===== config.mk =====
export PLATFORM = sky130hd
export DESIGN_NAME = abkf_ctrl
export DESIGN_NICKNAME = d
export VERILOG_FILES = /design/src/rtl/core/abkf_pkg.sv /design/src/rtl/core/abkf_ctrl.sv
export SDC_FILE = /design/constraint.sdc
export NUM_CORES = 1
export LEC_CHECK = 0
export BUFFER_PORTS_ARGS = -buffer_cell sky130_fd_sc_hd__buf_2
export CAP_MARGIN = 20
export CELL_PAD_IN_SITES_DETAIL_PLACEMENT = 0
export CELL_PAD_IN_SITES_GLOBAL_PLACEMENT = 1
export CORE_AREA = 2 2 43 55
export CTS_CLUSTER_SIZE = 28
export DETAILED_ROUTE_END_ITERATION = 12
export DIE_AREA = 0 0 45 57
export GPL_ROUTABILITY_DRIVEN = 0
export PLACE_DENSITY_LB_ADDON = 0.25
export SYNTH_ARGS = -nofsm -noshare
export SYNTH_HDL_FRONTEND = slang
export SYNTH_SLANG_ARGS = --single-unit

===== constraint.sdc =====
create_clock -name i_clk -period 3.1 [get_ports i_clk]
set_input_delay 0 -clock i_clk [delete_from_list [all_inputs] [get_ports i_clk]]
set_output_delay 0 -clock i_clk [all_outputs]
set_load 0.02 [all_outputs]

===== src/rtl/core/abkf_pkg.sv =====
// Package for the angle/bias Kalman filter: fixed-point constants, command
// and status structs, controller state enum, and shared helpers.
// No dependencies.
package abkf_pkg;

    localparam logic [31:0] QANGLE_RST  = 32'd16777;
    localparam logic [31:0] QBIAS_RST   = 32'd50332;
    localparam logic [31:0] RMEAS_RST   = 32'd503316;
    localparam int          FRAC_P      = 24;
    localparam int          DIV_BITS    = 57;

    localparam logic [1:0] REG_Q_ANGLE = 2'd0;
    localparam logic [1:0] REG_Q_BIAS  = 2'd1;
    localparam logic [1:0] REG_R_MEAS  = 2'd2;

    // Datapath micro-operations
    typedef enum logic [4:0] {
        OP_NONE,
        OP_LOAD,
        OP_SETANG,
        OP_URATE,
        OP_MUL_ANG,
        OP_ANG,
        OP_MUL_DTP11,
        OP_DTP11,
        OP_MUL_P00,
        OP_P00,
        OP_MUL_P11,
        OP_P11,
        OP_S,
        OP_DIV_START,
        OP_K0,
        OP_K1,
        OP_Y,
        OP_MUL_KA,
        OP_UPD_ANG,
        OP_MUL_KB,
        OP_UPD_BIAS,
        OP_MUL_C0,
        OP_UPD_P00,
        OP_MUL_C1,
        OP_UPD_P01,
        OP_MUL_C2,
        OP_UPD_P10,
        OP_MUL_C3,
        OP_UPD_P11,
        OP_OUT
    } t_op;

    typedef enum logic [2:0] {
        ST_IDLE,
        ST_RUN,
        ST_DIV_WAIT,
        ST_DONE
    } t_state;

    typedef struct packed {
        t_op  op;
        logic div_sel;
    } t_cmd;

    typedef struct packed {
        logic div_busy;
        logic s_zero;
        logic out_full;
    } t_stat;

    function automatic logic signed [31:0] sat32(input logic signed [63:0] v);
        if (v > 64'sd2147483647)       sat32 = 32'sh7FFFFFFF;
        else if (v < -64'sd2147483648) sat32 = 32'sh80000000;
        else                           sat32 = v[31:0];
    endfunction

    // Round to nearest, ties up, of v / 2^24 (arithmetic shift floors)
    function automatic logic signed [63:0] rnd24(input logic signed [63:0] v);
        logic signed [63:0] t;
        t = v + 64'sd8388608;
        rnd24 = t >>> FRAC_P;
    endfunction

endpackage


===== src/rtl/core/abkf_ctrl.sv =====
// Controller: steps the datapath through predict, gain, correct and output ops, or set-angle.
// Depends on abkf_pkg.
module abkf_ctrl
    import abkf_pkg::*;
(
    input  logic  i_clk,
    input  logic  i_rst_n,
    input  logic  i_in_valid,
    input  logic  i_kind,
    output logic  o_in_ready,
    input  t_stat i_stat,
    output t_cmd  o_cmd
);
    t_state r_state, n_state;
    t_op    r_op, n_op;
    logic   r_div2, n_div2;

    always_ff @(posedge i_clk) begin
        if (!i_rst_n) begin
            r_state <= ST_IDLE;
            r_op    <= OP_NONE;
            r_div2  <= 1'b0;
        end else begin
            r_state <= n_state;
            r_op    <= n_op;
            r_div2  <= n_div2;
        end
    end

    // Next state and command
    always_comb begin
        n_state     = r_state;
        n_op        = r_op;
        n_div2      = r_div2;
        o_in_ready  = 1'b0;
        o_cmd.op    = OP_NONE;
        o_cmd.div_sel = 1'b0;
        case (r_state)
            ST_IDLE: begin
                o_in_ready = 1'b1;
                if (i_in_valid) begin
                    o_cmd.op = i_kind ? OP_SETANG : OP_LOAD;
                    n_op     = i_kind ? OP_OUT : OP_URATE;
                    n_state  = i_kind ? ST_DONE : ST_RUN;
                end
            end
            ST_RUN: begin
                o_cmd.op = r_op;
                case (r_op)
                    OP_S: n_op = OP_DIV_START;
                    OP_DIV_START: begin
                        if (i_stat.s_zero) begin
                            o_cmd.op = OP_K1;
                            n_op = OP_Y;
                        end else begin
                            n_state = ST_DIV_WAIT;
                            n_div2  = 1'b0;
                        end
                    end
                    OP_UPD_P11: begin
                        n_op = OP_OUT;
                        n_state = ST_DONE;
                    end
                    default: n_op = t_op'(r_op + 5'd1);
                endcase
            end
            ST_DIV_WAIT: begin
                if (!i_stat.div_busy) begin
                    if (!r_div2) begin
                        o_cmd.op = OP_K0;
                        n_div2 = 1'b1;
                    end else begin
                        o_cmd.op = OP_K1;
                        o_cmd.div_sel = 1'b1;
                        n_op = OP_Y;
                        n_state = ST_RUN;
                    end
                end
            end
            // Hold the result until the output register is free
            ST_DONE: begin
                if (!i_stat.out_full) begin
                    o_cmd.op = OP_OUT;
                    n_state  = ST_IDLE;
                end
            end
            default: n_state = ST_IDLE;
        endcase
    end

    a_ready_idle: assert property (@(posedge i_clk) disable iff (!i_rst_n)
        o_in_ready |-> r_state == ST_IDLE) else $error("ready outside idle");
    a_done: assert property (@(posedge i_clk) disable iff (!i_rst_n)
        (r_state == ST_DONE && !i_stat.out_full) |=> r_state == ST_IDLE)
        else $error("done not left");
    a_wait: assert property (@(posedge i_clk) disable iff (!i_rst_n)
        (r_state == ST_DIV_WAIT && i_stat.div_busy) |=> r_state == ST_DIV_WAIT)
        else $error("left divider wait early");
endmodule


==> results of run 1 <==
## layer usage
layer / vias to the layer above / routed length, um / part of all wire, % / global-route usage [%]
met5: - / 0 / 0 / 0
met4: 0 / 51 / 2.4 / 10.1
met3: 6 / 50 / 2.3 / 2.85
met2: 13 / 1110 / 52 / 33.1
met1: 378 / 918 / 43 / 23.5
li1: 410 / - / - / -
## state kept, by name, indices dropped and copies added, names as in the netlist
name / flops
r_state: 2
r_div2: 1
r_op: 5
## Yosys cell counts (2+ instances only)
master	n
nand4b_1	2
nor2b_1	5
and2_4	2
inv_1	7
nor3_1	3
a21oi_1	8
ha_1	7
o221a_1	2
nand3b_1	2
dfxtp_1	8
nand2b_1	2
a211oi_1	2
o21ai_0	2
nand2_1	10
nor2_1	5
nand3_1	6
a22oi_1	2
## through the flow
step / cell area [um^2] / power (mW)
3_3_place_gp: 875 / 0.651
6_report: 897 / 0.738
3_5_place_dp: 875 / 0.650
4_1_cts: 897 / 0.741
2_1_floorplan: 811 / 0.559
5_1_grt: 897 / 0.809
## layout by cell type, fill, tap and decap left out, types with 3 or more instances in the layout
cell type / Yosys / routed
nor2_1: 5 / 5
nor2b_1: 5 / 5
nand2_1: 10 / 10
ha_1: 7 / 7
buf_2: 1 / 13
dfxtp_1: 8 / 8
clkbuf_4: 0 / 3
a21oi_1: 8 / 8
nor3_1: 3 / 3
inv_1: 7 / 7
nand3_1: 6 / 6
## cell type report
| class | count | area, um^2 | area share [%] |
|---|---|---|---|
| Inverter | 7 | 26.3 | 2.93 |
| Timing Repair Buffer | 13 | 65.1 | 7.25 |
| Multi-Input combinational cell | 85 | 597 | 66.5 |
| Tap cell | 21 | 26.3 | 2.93 |
| Clock buffer | 3 | 22.5 | 2.51 |
| Sequential cell | 8 | 160 | 17.9 |
## report_power, final
part | total [mW] | internal [mW] | switching (mW) | leakage [nW]
registers | 0.218 | 0.141 | 0.0767 | 0.0661
logic | 0.432 | 0.182 | 0.249 | 0.312
clock network | 0.0881 | 0.0448 | 0.0433 | 0.0138
## cells by family after synthesis
kind of cell | count (synthesis) | share of synthesized area (%)
compound gates | 32 | 29.0
fa+ha+maj | 7 | 10.8
buf+inv | 11 | 6.64
flops | 8 | 19.8
simple gates | 46 | 33.8
## final timing paths
path / start / end / slack (ps) / cells past startpoint
max: r_state[0] / r_op[3] / 1200 / 6
min: i_rst_n / r_op[2] / 40 / 2
max reg2reg: r_state[0] / r_op[3] / 1200 / 6
min reg2reg: r_op[0] / r_op[0] / 590 / 2
==> flow_summary.json, run 1 <==
{
  "crit_type": "reg2reg",
  "drv_cap": 0,
  "fin_util_pct": 42.9,
  "path_cells": "inv_1 -> ha_1 -> nor2b_1 -> a211oi_2 -> nand3_1 -> o221a_1",
  "grt_pass1_vias": 819,
  "powerDensity_mw_per_mm2": 822,
  "syn_area_um2": 811,
  "root_buffer": "clkbuf_4",
  "drive_gt1_share_pct": 21.6,
  "synth_area_leader_cell": "dfxtp_1",
  "synth_top_area_share_pct": 19.8,
  "first_pass_iters": 4,
  "relSlewSlack_pct": 67.0,
  "via_count": 807,
  "arrival_ps": 2070,
  "worst-path-max-fanout": 6,
  "setup-tns-final_ps": 0,
  "final_cell_count_no_fill": 137,
  "postSynthAreaPerCell_um2": 7.80,
  "ant_nets": 0,
  "route.detailed.drc": 0,
  "yosysWarnings": 0,
  "fp.coreArea_mm2": 0.00209,
  "max_freq_mhz": 526,
  "cts.sinks": 8,
  "totalWireLength_um": 2130,
  "status": "finished clean",
  "worst_pin_slew_ps": 495,
  "n_fill_cell": 240,
  "die_y_um": 57,
  "design.portCount": 14,
  "rsz0062_at_grt": "false",
  "insertion_delay_ps": 270,
  "cts_buffer_depth": 2,
  "portBuffers": 13,
  "ys_async_sr_fraction_pct": 0,
  "antenna_cells": 0,
  "ys_seq_elements": 8,
  "setup_ws_ps": 1200,
  "fin_nets": 132,
  "wl_per_cell_um": 15.6,
  "ctsHoldBuffers": 0,
  "hp-class": "in2reg",
  "setup_viol": 0,
  "grt_max_degree": 15,
  "synth.top_cells.by_area": "dfxtp_1 (20%), ha_1 (11%), a21oi_1 (4.9%)",
  "synthFlopType": "dfxtp_1",
  "timing.hold.ws_ps": 43.9,
  "cts_tree": "built",
  "cp_data_required_time_ps": 3260,
  "slowest_delay_ps": 400,
  "p_leak_nw": 0.392,
  "cts.clk_slew.worst_paths_ps": 60,
  "fp.dieW_um": 45,
  "synth_nets": 118,
  "post_cts_resized": 0,
  "synth.distinct_cells": 46,
  "cpLargestDelayFamily": "compound AO/OA/AOI/OAI gates",
  "layout_min_cycle_time_ps": 1900,
  "cpMaxStageDelayCell": "a211oi_2",
  "pre_cts_ws_ps": 1200,
  "drtIter0Drc": 23,
  "maxSlewViolCount": 0,
  "via_per_inst": 5.89,
  "finClkSkew_ps": 2.96,
  "start_util_pct": 38.8,
  "gr-total-overflow": 0,
  "fin_crit_sh_pct": 61.4,
  "syn_to_final_growth_pct": 10.6,
  "critPathLaunchType": "flip-flop",
  "cts_setup_buffers": 0,
  "synth-edff-count": 0,
  "track_usage_pct": 19.7,
  "yosysSeqAreaShare_pct": 19.8,
  "end_kind": "flip-flop",
  "hpwl_um": 1680,
  "max-vdd-ir-drop_v": 0.000402,
  "syn_inst": 104,
  "cp_num_buf_inv": 1,
  "dp_cells": 134,
  "cts.htree.levels": 1,
  "cts_buffers": 3,
  "antenna_found_initial": 0,
  "num_rows": 19,
  "hold_violations": 0,
  "dieArea_mm2": 0.00257,
  "grt_pass1_wl_um": 3690
}
Note: power is estimated with default switching activity, not from simulation.
==> run 2, diff against run 1 <==
--- a/config.mk
+++ b/config.mk
@@ -9,10 +9,10 @@
 export CAP_MARGIN = 20
 export CELL_PAD_IN_SITES_DETAIL_PLACEMENT = 0
 export CELL_PAD_IN_SITES_GLOBAL_PLACEMENT = 1
-export CORE_AREA = 2 2 43 55
+export CORE_AREA = 2 2 44 56
 export CTS_CLUSTER_SIZE = 28
 export DETAILED_ROUTE_END_ITERATION = 12
-export DIE_AREA = 0 0 45 57
+export DIE_AREA = 0 0 46 58
 export GPL_ROUTABILITY_DRIVEN = 0
 export PLACE_DENSITY_LB_ADDON = 0.25
 export SYNTH_ARGS = -nofsm -noshare
==> constraint.sdc (replaced) <==
create_clock -name i_clk -period 1.8 [get_ports i_clk]
set_input_delay 0 -clock i_clk [delete_from_list [all_inputs] [get_ports i_clk]]
set_output_delay 0 -clock i_clk [all_outputs]
set_load 0.02 [all_outputs]
==> run 2 against run 1 <==
  * Clock power grew 54%
  * Combinational power grew 110%
  * Critical endpoint unchanged
  * Critical path type unchanged
  * Critical path depth is the same
  * Hold slack gained 16 ps
  * Sequential power grew 54%
  * Via count grew 7.3%
==> flow_summary.json, run 2 (synthesis gave the netlist of run 1 again) <==
{
  "p_sw_share_pct": 47.8,
  "via_count": 866,
  "p_leak_nw": 0.429,
  "via_per_inst": 6.01,
  "cts_buffers": 3,
  "comb_power_share_pct": 65.5,
  "ctsHoldBuffers": 0,
  "dieArea_mm2": 0.00267,
  "fin_crit_sh_pct": 94.5,
  "finalInstanceArea_um2": 960,
  "powerDensity_mw_per_mm2": 1420,
  "cts.clk_slew.worst_paths_ps": 50,
  "design.portCount": 14,
  "cpMaxStageDelayCell": "dfxtp_1",
  "cp_data_required_time_ps": 1940,
  "switchingPower_uw": 652,
  "final_cell_mix": "buf_2 (13), nand2_1 (10), a21oi_1 (8)",
  "arrival_ps": 1840,
  "dp_cells": 141,
  "drive_gt1_share_pct": 28.5,
  "worst_pin_slew_ps": 319,
  "hold_violations": 0,
  "grt_pass1_wl_um": 3530,
  "fin_util_pct": 44.9,
  "cts_tree": "built",
  "end_kind": "flip-flop",
  "totalWireLength_um": 2250,
  "cts_buffer_depth": 2,
  "antenna_cells": 0,
  "portBuffers": 13,
  "pre_cts_ws_ps": 81.5,
  "route.detailed.drc": 0,
  "setup-tns-final_ps": 0,
  "num_rows": 19,
  "setup_ws_ps": 99.2,
  "slowest_delay_ps": 380,
  "layout_min_cycle_time_ps": 1700,
  "p_clk_share_pct": 10.0,
  "drv_cap": 0,
  "critPathLaunchType": "flip-flop",
  "setup_viol": 0,
  "finClkSkew_ps": 2.47,
  "first_pass_iters": 4,
  "cts_setup_buffers": 0,
  "drtIter0Drc": 24,
  "fin_nets": 139,
  "reg_top3": "r_op x5, r_state x2, r_div2 x1",
  "root_buffer": "clkbuf_4",
  "top_register": "r_op",
  "internal_power_uw": 713,
  "gr-total-overflow": 0,
  "cts.sinks": 8,
  "status": "finished clean",
  "wl_per_cell_um": 15.6,
  "worst-path-max-fanout": 4,
  "final_cell_count_no_fill": 144,
  "final_common_cell": "buf_2",
  "largest_reg_flops": 5,
  "insertion_delay_ps": 250,
  "maxSlewViolCount": 0,
  "relSlewSlack_pct": 78.7,
  "cts.htree.levels": 1,
  "crit_type": "reg2reg",
  "max_freq_mhz": 588,
  "die_y_um": 58,
  "fp.dieW_um": 46,
  "track_usage_pct": 18.5,
  "grt_max_degree": 11,
  "hp-class": "in2reg",
  "start_util_pct": 37.9,
  "ant_nets": 0,
  "fp.coreArea_mm2": 0.00214,
  "post_cts_resized": 1,
  "path_cells": "inv_1 -> ha_1 -> nor2b_1 -> a211oi_2 -> nand3_1 -> o221a_1",
  "antenna_found_initial": 0,
  "max-vdd-ir-drop_v": 0.000838,
  "place_area_um2": 927,
  "grt_pass1_vias": 780,
  "pwr-share-seq_pct": 24.5,
  "hpwl_um": 1810,
  "syn_to_final_growth_pct": 18.4
}
==> run 2: cell count changes in the layout (fill, tap and decap cells not counted), sizes merged <==
| cell | delta |
|---|---|
| buf | +7 |
==> run 2: layout make-up <==
cell class,count,area [um^2]
fill,232,1180
multi-input combinational,85,606
sequential,8,161
timing repair buffer,20,118
inverter,7,26.3
tap,21,26.3
clock buffer,3,22.5
==> run 2: final timing paths <==
kind	from	cells past startpoint	slack [ps]	end
hold reg to reg	r_state[1]	1	550	r_state[1]
setup reg to reg	r_state[0]	6	100	r_op[3]
hold / removal	i_rst_n	2	60	r_op[2]
setup / recovery	r_state[0]	6	100	r_op[3]
==> run 2: stage by stage <==
| step | hold WS (ps) | total power [mW] |
|---|---|---|
| after floorplan | 142 | 0.963 |
| after global placement | 311 | 1.21 |
| after detailed placement | 324 | 1.21 |
| after CTS | 54.3 | 1.36 |
| after global routing | 46.6 | 1.48 |
| final | 60.3 | 1.36 |
==> run 2: worst max-delay path: cells and delay by family, from the launching register on <==
family / cells / cell delay (ps)
flip-flops: 1 / 380
AND/OR/NAND/NOR: 2 / 320
adder cells (fa/ha/maj): 1 / 220
buffers and inverters: 1 / 110
AO/OA/AOI/OAI: 2 / 570
==> run 2: routing by layer <==
layer	up-vias	wire (um)	part of all wire (%)	GRT usage (%)
met3	8	80	3.6	4.98
met4	0	89	4.0	10.2
li1	428	-	-	-
met5	-	0	0	0
met1	409	863	38	19.8
met2	21	1210	54	31.5
==> run 2: power by group through the flow <==
stage / sequential [mW] / combinational, mW / clock (mW)
finish: 0.335 / 0.894 / 0.136
global route: 0.348 / 0.975 / 0.154
CTS: 0.332 / 0.886 / 0.141
detailed placement: 0.336 / 0.878 / 0
global placement: 0.331 / 0.879 / 0
floorplan: 0.302 / 0.661 / 0
